--- src/bcgc_pkg.sv ---
// Shared types and constants for the battery charge gating controller.
package bcgc_pkg;

	localparam int TempWidth = 16;
	localparam int CodeWidth = 16;
	localparam int CfgIdxWidth = 3;

	// Configuration register indexes.
	localparam logic [CfgIdxWidth-1:0] CfgStopTempHigh = 3'd0;
	localparam logic [CfgIdxWidth-1:0] CfgStopTempLow = 3'd1;
	localparam logic [CfgIdxWidth-1:0] CfgAllowTempHigh = 3'd2;
	localparam logic [CfgIdxWidth-1:0] CfgAllowTempLow = 3'd3;
	localparam logic [CfgIdxWidth-1:0] CfgCurrentUsb = 3'd4;
	localparam logic [CfgIdxWidth-1:0] CfgCurrentPd = 3'd5;
	localparam logic [CfgIdxWidth-1:0] CfgCurrentStopped = 3'd6;

	// Register reset values.
	localparam logic [TempWidth-1:0] StopTempHighRst = 16'd3281;
	localparam logic [TempWidth-1:0] StopTempLowRst = 16'd2731;
	localparam logic [TempWidth-1:0] AllowTempHighRst = 16'd3231;
	localparam logic [TempWidth-1:0] AllowTempLowRst = 16'd2781;

	// Item function codes.
	localparam logic FuncPoll = 1'b0;
	localparam logic FuncPlugIn = 1'b1;

	// Gauge full report codes.
	localparam logic [1:0] FullNot = 2'd0;
	localparam logic [1:0] FullYes = 2'd1;

	typedef struct packed {
		logic [TempWidth-1:0] stop_temp_high;
		logic [TempWidth-1:0] stop_temp_low;
		logic [TempWidth-1:0] allow_temp_high;
		logic [TempWidth-1:0] allow_temp_low;
		logic [CodeWidth-1:0] current_usb_default;
		logic [CodeWidth-1:0] current_power_delivery;
		logic [CodeWidth-1:0] current_stopped;
	} cfg_t;

	typedef struct packed {
		logic fully_charged;
		logic needs_charge;
		logic temp_stopped;
		logic temp_allowed;
	} flags_t;

	typedef struct packed {
		logic                 func;
		logic [1:0]           full_status;
		logic                 temp_valid;
		logic [TempWidth-1:0] temperature;
		logic                 charger_ok;
		logic [1:0]           source_type;
		logic                 first_ack;
		logic                 second_ack;
	} item_t;

	typedef struct packed {
		logic                 first_cmd_valid;
		logic [CodeWidth-1:0] first_cmd_current;
		logic                 second_cmd_valid;
		logic [CodeWidth-1:0] second_cmd_current;
	} cmds_t;

endpackage

--- src/bcgc_eval.sv ---
// Evaluation of one item: full check, temperature check and plug-in handling.
module bcgc_eval import bcgc_pkg::*; (
	input  cfg_t   cfg,
	input  flags_t flags,
	input  item_t  item,
	output cmds_t  cmds,
	output flags_t flags_next
);

	logic [CodeWidth-1:0] enable_code;
	logic                 in_allow;
	logic                 in_stop;
	flags_t               f1;
	logic                 full_issue;
	logic [CodeWidth-1:0] full_code;
	logic                 full_ok;
	logic                 temp_issue;
	logic [CodeWidth-1:0] temp_code;
	logic                 temp_ack;
	logic                 temp_ok;
	flags_t               f2;

	assign enable_code = item.source_type[1] ? cfg.current_power_delivery
		: cfg.current_usb_default;
	assign in_allow = (item.temperature < cfg.allow_temp_high)
		&& (item.temperature > cfg.allow_temp_low);
	assign in_stop = (item.temperature >= cfg.stop_temp_high)
		|| (item.temperature <= cfg.stop_temp_low);

	// Full check of a poll; a refused command leaves the flags as they were.
	always_comb begin
		f1 = flags;
		full_issue = 1'b0;
		full_code = '0;
		full_ok = 1'b0;
		if (item.full_status == FullYes) begin
			full_issue = !flags.fully_charged;
			full_code = cfg.current_stopped;
			full_ok = !full_issue || item.first_ack;
			if (full_ok) begin
				f1.fully_charged = 1'b1;
				f1.needs_charge = 1'b0;
			end
		end else if (item.full_status == FullNot) begin
			full_issue = !flags.needs_charge && !flags.temp_stopped && item.charger_ok;
			full_code = enable_code;
			full_ok = !full_issue || item.first_ack;
			if (full_ok) begin
				f1.fully_charged = 1'b0;
				f1.needs_charge = 1'b1;
			end
		end
	end

	// Temperature check; its command takes the slot after the full check's.
	always_comb begin
		f2 = f1;
		temp_issue = 1'b0;
		temp_code = '0;
		temp_ack = full_issue ? item.second_ack : item.first_ack;
		temp_ok = 1'b0;
		if (item.temp_valid) begin
			if (in_stop) begin
				temp_issue = !f1.temp_stopped;
				temp_code = cfg.current_stopped;
				temp_ok = !temp_issue || temp_ack;
				if (temp_ok) begin
					f2.temp_stopped = 1'b1;
					f2.temp_allowed = 1'b0;
				end
			end else if (in_allow) begin
				temp_issue = !f1.temp_allowed && !f1.fully_charged && item.charger_ok;
				temp_code = enable_code;
				temp_ok = !temp_issue || temp_ack;
				if (temp_ok) begin
					f2.temp_stopped = 1'b0;
					f2.temp_allowed = 1'b1;
				end
			end
		end
	end

	always_comb begin
		cmds = '0;
		flags_next = f2;
		if (item.func == FuncPlugIn) begin
			flags_next = flags;
			flags_next.fully_charged = 1'b0;
			flags_next.needs_charge = 1'b0;
			if (item.charger_ok && item.temp_valid && in_allow) begin
				cmds.first_cmd_valid = 1'b1;
				cmds.first_cmd_current = enable_code;
			end
		end else begin
			if (full_issue) begin
				cmds.first_cmd_valid = 1'b1;
				cmds.first_cmd_current = full_code;
				if (temp_issue) begin
					cmds.second_cmd_valid = 1'b1;
					cmds.second_cmd_current = temp_code;
				end
			end else if (temp_issue) begin
				cmds.first_cmd_valid = 1'b1;
				cmds.first_cmd_current = temp_code;
			end
		end
	end

endmodule

--- src/bcgc_cfg.sv ---
// Configuration register file of the battery charge gating controller.
module bcgc_cfg import bcgc_pkg::*; (
	input  logic                   clk,
	input  logic                   arst_n,
	input  logic                   cfg_we,
	input  logic [CfgIdxWidth-1:0] cfg_index,
	input  logic [TempWidth-1:0]   cfg_data,
	output cfg_t                   cfg
);

	cfg_t cfg_q;

	always_ff @(posedge clk or negedge arst_n) begin
		if (!arst_n) begin
			cfg_q.stop_temp_high <= StopTempHighRst;
			cfg_q.stop_temp_low <= StopTempLowRst;
			cfg_q.allow_temp_high <= AllowTempHighRst;
			cfg_q.allow_temp_low <= AllowTempLowRst;
			cfg_q.current_usb_default <= '0;
			cfg_q.current_power_delivery <= '0;
			cfg_q.current_stopped <= '0;
		end else if (cfg_we) begin
			case (cfg_index)
				CfgStopTempHigh: cfg_q.stop_temp_high <= cfg_data;
				CfgStopTempLow: cfg_q.stop_temp_low <= cfg_data;
				CfgAllowTempHigh: cfg_q.allow_temp_high <= cfg_data;
				CfgAllowTempLow: cfg_q.allow_temp_low <= cfg_data;
				CfgCurrentUsb: cfg_q.current_usb_default <= cfg_data;
				CfgCurrentPd: cfg_q.current_power_delivery <= cfg_data;
				CfgCurrentStopped: cfg_q.current_stopped <= cfg_data;
				default: ;
			endcase
		end
	end

	assign cfg = cfg_q;

endmodule

--- src/battery_charge_gating_controller_top.sv ---
// Top level of the battery charge gating controller.
//
// Channel   Handshake              Payload
// input     in_valid / in_ready    func .. second_ack
// output    out_valid / out_ready  first_cmd_valid .. is_temp_allowed
// config    cfg_we                 cfg_index, cfg_data
//
// An item is held in the input register and is evaluated against the
// flag registers on its way into the output register; one item per cycle
// is sustained while the output is not stalled. The flags update as the beat
// enters the output register, so the next item already sees them. A stalled
// output holds its beat while the input register still takes one more item.
// Reset restores the register defaults and clears the flag register flags_q.
module battery_charge_gating_controller_top import bcgc_pkg::*; (
	input  logic                   clk,
	input  logic                   arst_n,
	input  logic                   cfg_we,
	input  logic [CfgIdxWidth-1:0] cfg_index,
	input  logic [TempWidth-1:0]   cfg_data,
	input  logic                   in_valid,
	output logic                   in_ready,
	input  logic                   func,
	input  logic [1:0]             full_status,
	input  logic                   temp_valid,
	input  logic [TempWidth-1:0]   temperature,
	input  logic                   charger_ok,
	input  logic [1:0]             source_type,
	input  logic                   first_ack,
	input  logic                   second_ack,
	output logic                   out_valid,
	input  logic                   out_ready,
	output logic                   first_cmd_valid,
	output logic [CodeWidth-1:0]   first_cmd_current,
	output logic                   second_cmd_valid,
	output logic [CodeWidth-1:0]   second_cmd_current,
	output logic                   is_fully_charged,
	output logic                   is_needing_charge,
	output logic                   is_temp_stopped,
	output logic                   is_temp_allowed
);

	cfg_t   cfg;
	item_t  item_s1;
	logic   valid_s1;
	flags_t flags_q;
	flags_t flags_next;
	cmds_t  cmds;
	cmds_t  cmds_s2;
	flags_t flags_s2;
	logic   valid_s2;
	logic   advance;

	bcgc_cfg u_cfg (
		.clk       (clk),
		.arst_n    (arst_n),
		.cfg_we    (cfg_we),
		.cfg_index (cfg_index),
		.cfg_data  (cfg_data),
		.cfg       (cfg)
	);

	bcgc_eval u_eval (
		.cfg        (cfg),
		.flags      (flags_q),
		.item       (item_s1),
		.cmds       (cmds),
		.flags_next (flags_next)
	);

	assign advance = valid_s1 && (!valid_s2 || out_ready);
	assign in_ready = !valid_s1 || advance;

	always_ff @(posedge clk or negedge arst_n) begin
		if (!arst_n) begin
			valid_s1 <= 1'b0;
			valid_s2 <= 1'b0;
			flags_q <= '0;
		end else begin
			if (in_ready) begin
				valid_s1 <= in_valid;
			end
			if (advance) begin
				valid_s2 <= 1'b1;
				flags_q <= flags_next;
			end else if (out_ready) begin
				valid_s2 <= 1'b0;
			end
		end
	end

	always_ff @(posedge clk) begin
		if (in_ready && in_valid) begin
			item_s1.func <= func;
			item_s1.full_status <= full_status;
			item_s1.temp_valid <= temp_valid;
			item_s1.temperature <= temperature;
			item_s1.charger_ok <= charger_ok;
			item_s1.source_type <= source_type;
			item_s1.first_ack <= first_ack;
			item_s1.second_ack <= second_ack;
		end
		if (advance) begin
			cmds_s2 <= cmds;
			flags_s2 <= flags_next;
		end
	end

	assign out_valid = valid_s2;
	assign first_cmd_valid = cmds_s2.first_cmd_valid;
	assign first_cmd_current = cmds_s2.first_cmd_current;
	assign second_cmd_valid = cmds_s2.second_cmd_valid;
	assign second_cmd_current = cmds_s2.second_cmd_current;
	assign is_fully_charged = flags_s2.fully_charged;
	assign is_needing_charge = flags_s2.needs_charge;
	assign is_temp_stopped = flags_s2.temp_stopped;
	assign is_temp_allowed = flags_s2.temp_allowed;

endmodule
--- config.mk ---
export PLATFORM = sky130hd
export DESIGN_NAME = battery_charge_gating_controller_top
export DESIGN_NICKNAME = d
export VERILOG_FILES = /design/src/bcgc_pkg.sv /design/src/bcgc_eval.sv /design/src/bcgc_cfg.sv /design/src/battery_charge_gating_controller_top.sv
export SDC_FILE = /design/constraint.sdc
export NUM_CORES = 1
export LEC_CHECK = 0
export BUFFER_PORTS_ARGS = -buffer_cell sky130_fd_sc_hd__clkbuf_2
export CELL_PAD_IN_SITES_DETAIL_PLACEMENT = 1
export CELL_PAD_IN_SITES_GLOBAL_PLACEMENT = 1
export CORE_UTILIZATION = 48
export DETAILED_ROUTE_END_ITERATION = 6
export PLACE_DENSITY = 0.82
export SYNTH_ARGS = -nofsm -noshare
export SYNTH_HDL_FRONTEND = slang
export SYNTH_SLANG_ARGS = --single-unit
--- constraint.sdc ---
create_clock -name clk -period 3.6 [get_ports clk]
set_input_delay 0.36 -clock clk [delete_from_list [all_inputs] [get_ports clk]]
set_output_delay 0.36 -clock clk [all_outputs]
set_load 0.05 [all_outputs]
==> flow_summary_export.csv <==
group,metric,value,unit
run_status,outcome,"finished clean",
final_layout,fillers,1982,
critical_path,critical-path-slowest-cell,"or2_4",
synthesis,ys_seq_elements,180,
detailed_routing,vias_per_cell,5.71,
clock_network,cts_resized,0,
critical_path,timing.rr.start,"item_s1[6]",
die,die_area,19500,um^2
die,core_area,18600,um^2
die,io_pins,89,
synthesis,synth_xor_area_share,0,%
place,port-buffer-count,87,
place,dpl.hpwl,15.2,mm
clock_network,cts-htree-levels,4,
power,peakVddDrop,0.000402,V
detailed_routing,drt-initial-drc-count,244,
grt,overflow,0,
clock_network,hold_buffers,0,
die,start_util,48.9,%
synthesis,synthMuxAreaShare,10.5,%
clock_network,cts_tree,"yes",
timing,rsz0062_at_grt,"no",
synthesis,synthArstFlopShare,65.6,%
grt,grt_pass1_wl,35.9,mm
min_path,hold_path_class,"in -> async",
detailed_routing,drc,0,
detailed_routing,drtAntennaViolNets,0,
clock_network,cts.sinks,180,
timing,finClkSkew,0.0103,ns
synthesis,synth_top_family_by_area,"compound AO/OA/AOI/OAI gates",
critical_path,reg2reg_to,"second_cmd_current[4]",
critical_path,startpoint_type,"register",
synthesis,synth.avg_cell_area,11.4,um^2
grt,grt_pass1_vias,6934,
timing,layout_worst_path_cycle_share,93.3,%
grt,grt_max_degree,72,
final_layout,mostFrequentLayoutCells,"89 x dfrtp_1, 86 x clkbuf_2, 71 x o21ai_0",
synthesis,synth_compound_gate_area_share,12.0,%
synthesis,synthAdderAreaFrac,8.65,%
detailed_routing,via_count,6445,
critical_path,cpPeakStageDelay,0.53,ns
detailed_routing,drtPass1Iterations,4,
critical_path,cp_max_fo,22,
clock_network,cts_root_buf,"clkbuf_16",
power,cellLeakagePower,4.60,nW
timing,tns,0,ns
synthesis,yosysWarningCount,0,
synthesis,ys.flop_type,"dfrtp_1",
clock_network,clk_latency,0.45,ns
critical_path,rrSetupSlack,0.24,ns
final_layout,synthToLayoutAreaGrowth,14.6,%
clock_network,clkTransAtPathRegs,0.07,ns
die,die_x,140,um
final_layout,finalNonFillerCells,1129,
job,cap_viol_max_count,0,
synthesis,synth-simple-area-share,11.0,%
grt,antenna_found_initial,0,
timing,worst_slew_pin_slew,1.14,ns
timing,drv_slew,0,
final_layout,diodes,0,
timing,hold_viol,0,
synthesis,synth.distinct_cells,55,
grt,grt_usage,23.7,%
final_layout,layout-drive-gt1-share,27.9,%
critical_path,reg2reg_depth,9,
timing,setup_viol_count_final,0,
clock_network,clk_path_buf_depth,2,
synthesis,ys_seq_area_share,53.2,%
final_layout,finalNetCount,994,
clock_network,cts_setup_buffers,0,
place,dp_cells,1097,
synthesis,syn-num-nets,913,
timing,maxSlewHeadroom,23.8,%
critical_path,cp.arrival,3.61,ns
critical_path,cp-end-kind,"register",
die,die_h,140,um
timing,max_freq,298,MHz
detailed_routing,routed_wl,21.7,mm
critical_path,worstPathCellList,"ha_1 > o21ai_0 > a21oi_1 > o311ai_0 > nand4_1 > or2_4 > o31a_1 > buf_4 > nor3b_1",
place,gp_congestion,0.827,
detailed_routing,wl_per_cell,19.2,um
synthesis,syn_inst,801,
die,rows,50,
final_layout,final_util,56.0,%
critical_path,critPathKind,"reg -> reg",
power,powerDensity,596,nW/um^2
synthesis,syn_area,9110,um^2
timing,period_minus_slack,3.36,ns
clock_network,numCtsBuffers,17,
critical_path,crit_required,3.86,ns
synthesis,synth_edf_count,62,
final_layout,final_common_cell,"dfrtp_1",
==> Yosys cell counts (all sizes together) (2+ instances only) <==
library cell   n  share of area, %
a211o         16               1.5
a21boi         2              0.16
a21o           8              0.66
a21oi         41               2.4
a22oi          2              0.16
and4           2              0.19
buf            9              0.70
clkbuf        28               1.2
dfrtp         89                24
dfstp         29               8.4
edfxtp        62                20
ha            63               8.7
inv           66               2.7
mux2          70               8.7
mux2i         17               1.9
nand2         65               2.7
nand2b         9              0.62
nand3          5              0.27
nand4          7              0.55
nand4b         3              0.29
nor2          45               1.9
nor2b          4              0.27
nor3          24               1.4
nor3b         18               1.9
nor4           3              0.41
o211ai         3              0.25
o21a           3              0.25
o21ai         71               3.9
o31ai         16               1.3
o32ai          2              0.19
==> sequential cells by signal, summed over array words and instances (netlist names), 4 cells and up <==
| register | cells |
|---|---|
| flags_q | 4 |
| item_s1 | 24 |
| first_cmd_current | 16 |
| second_cmd_current | 16 |
| u_cfg.cfg | 112 |
==> cell type report <==
cell class	count	area [um^2]	area share (%)
clock inverter	12	161	1.55
timing repair buffer	99	541	5.18
multi-input combinational	518	3870	37.0
tap	234	293	2.80
sequential	180	4850	46.5
clock buffer	20	479	4.59
inverter	66	248	2.37
==> stage by stage <==
step / setup WS (ns) / hold WS (ns) / total power, W / cell area (um^2)
after global routing: 0.0989 / 0.0832 / 0.00651 / 10400
after detailed placement: 0.256 / 0.493 / 0.00420 / 9800
after CTS: 0.260 / 0.0733 / 0.00627 / 10400
after global placement: 0.376 / 0.480 / 0.00410 / 9800
final: 0.241 / 0.0539 / 0.00622 / 10400
after floorplan: 0.907 / 0.0644 / 0.00377 / 9110
==> critical path, delay by kind of cell, from the launching register on <==
kind	cells	cell delay (ns)
simple gates	3	1.26
compound gates	4	0.91
flops	1	0.48
fa+ha+maj	1	0.32
buf+inv	1	0.21
==> power breakdown <==
group / total [W] / internal (W) / switching, W
sequential: 0.00271 / 0.00252 / 0.000184
clock: 0.00202 / 0.00119 / 0.000838
combinational: 0.00149 / 0.000565 / 0.000929
total: 0.00622 / 0.00427 / 0.00195
==> routing by layer <==
metal / up-vias / track usage (%) / wire (um)
met4: 0 / 8.85 / 291
li1: 3029 / - / -
met1: 3246 / 30.1 / 9570
met2: 142 / 41.4 / 11200
met5: - / 0 / 0
met3: 28 / 2.99 / 662
==> cells by family after synthesis <==
group / count (synthesis)
AOI/OAI and AO/OA: 177
and+or+nand+nor: 191
muxes: 87
buffers and inverters: 103
adders and majority gates: 63
DFF: 180
==> worst max-delay path by stage <==
stage	startpoint	endpoint	slack, ns	depth (start not counted)
2_1_floorplan	u_cfg.cfg[87]	first_cmd_current[5]	0.91	11
3_3_place_gp	u_cfg.cfg[59]	second_cmd_current[10]	0.38	10
3_5_place_dp	item_s1[6]	second_cmd_current[4]	0.26	9
4_1_cts	u_cfg.cfg[59]	second_cmd_current[10]	0.26	10
5_1_grt	item_s1[19]	second_cmd_current[10]	0.1	9
6_report	item_s1[6]	second_cmd_current[4]	0.24	9
Note: power is estimated with default switching activity, not from simulation.
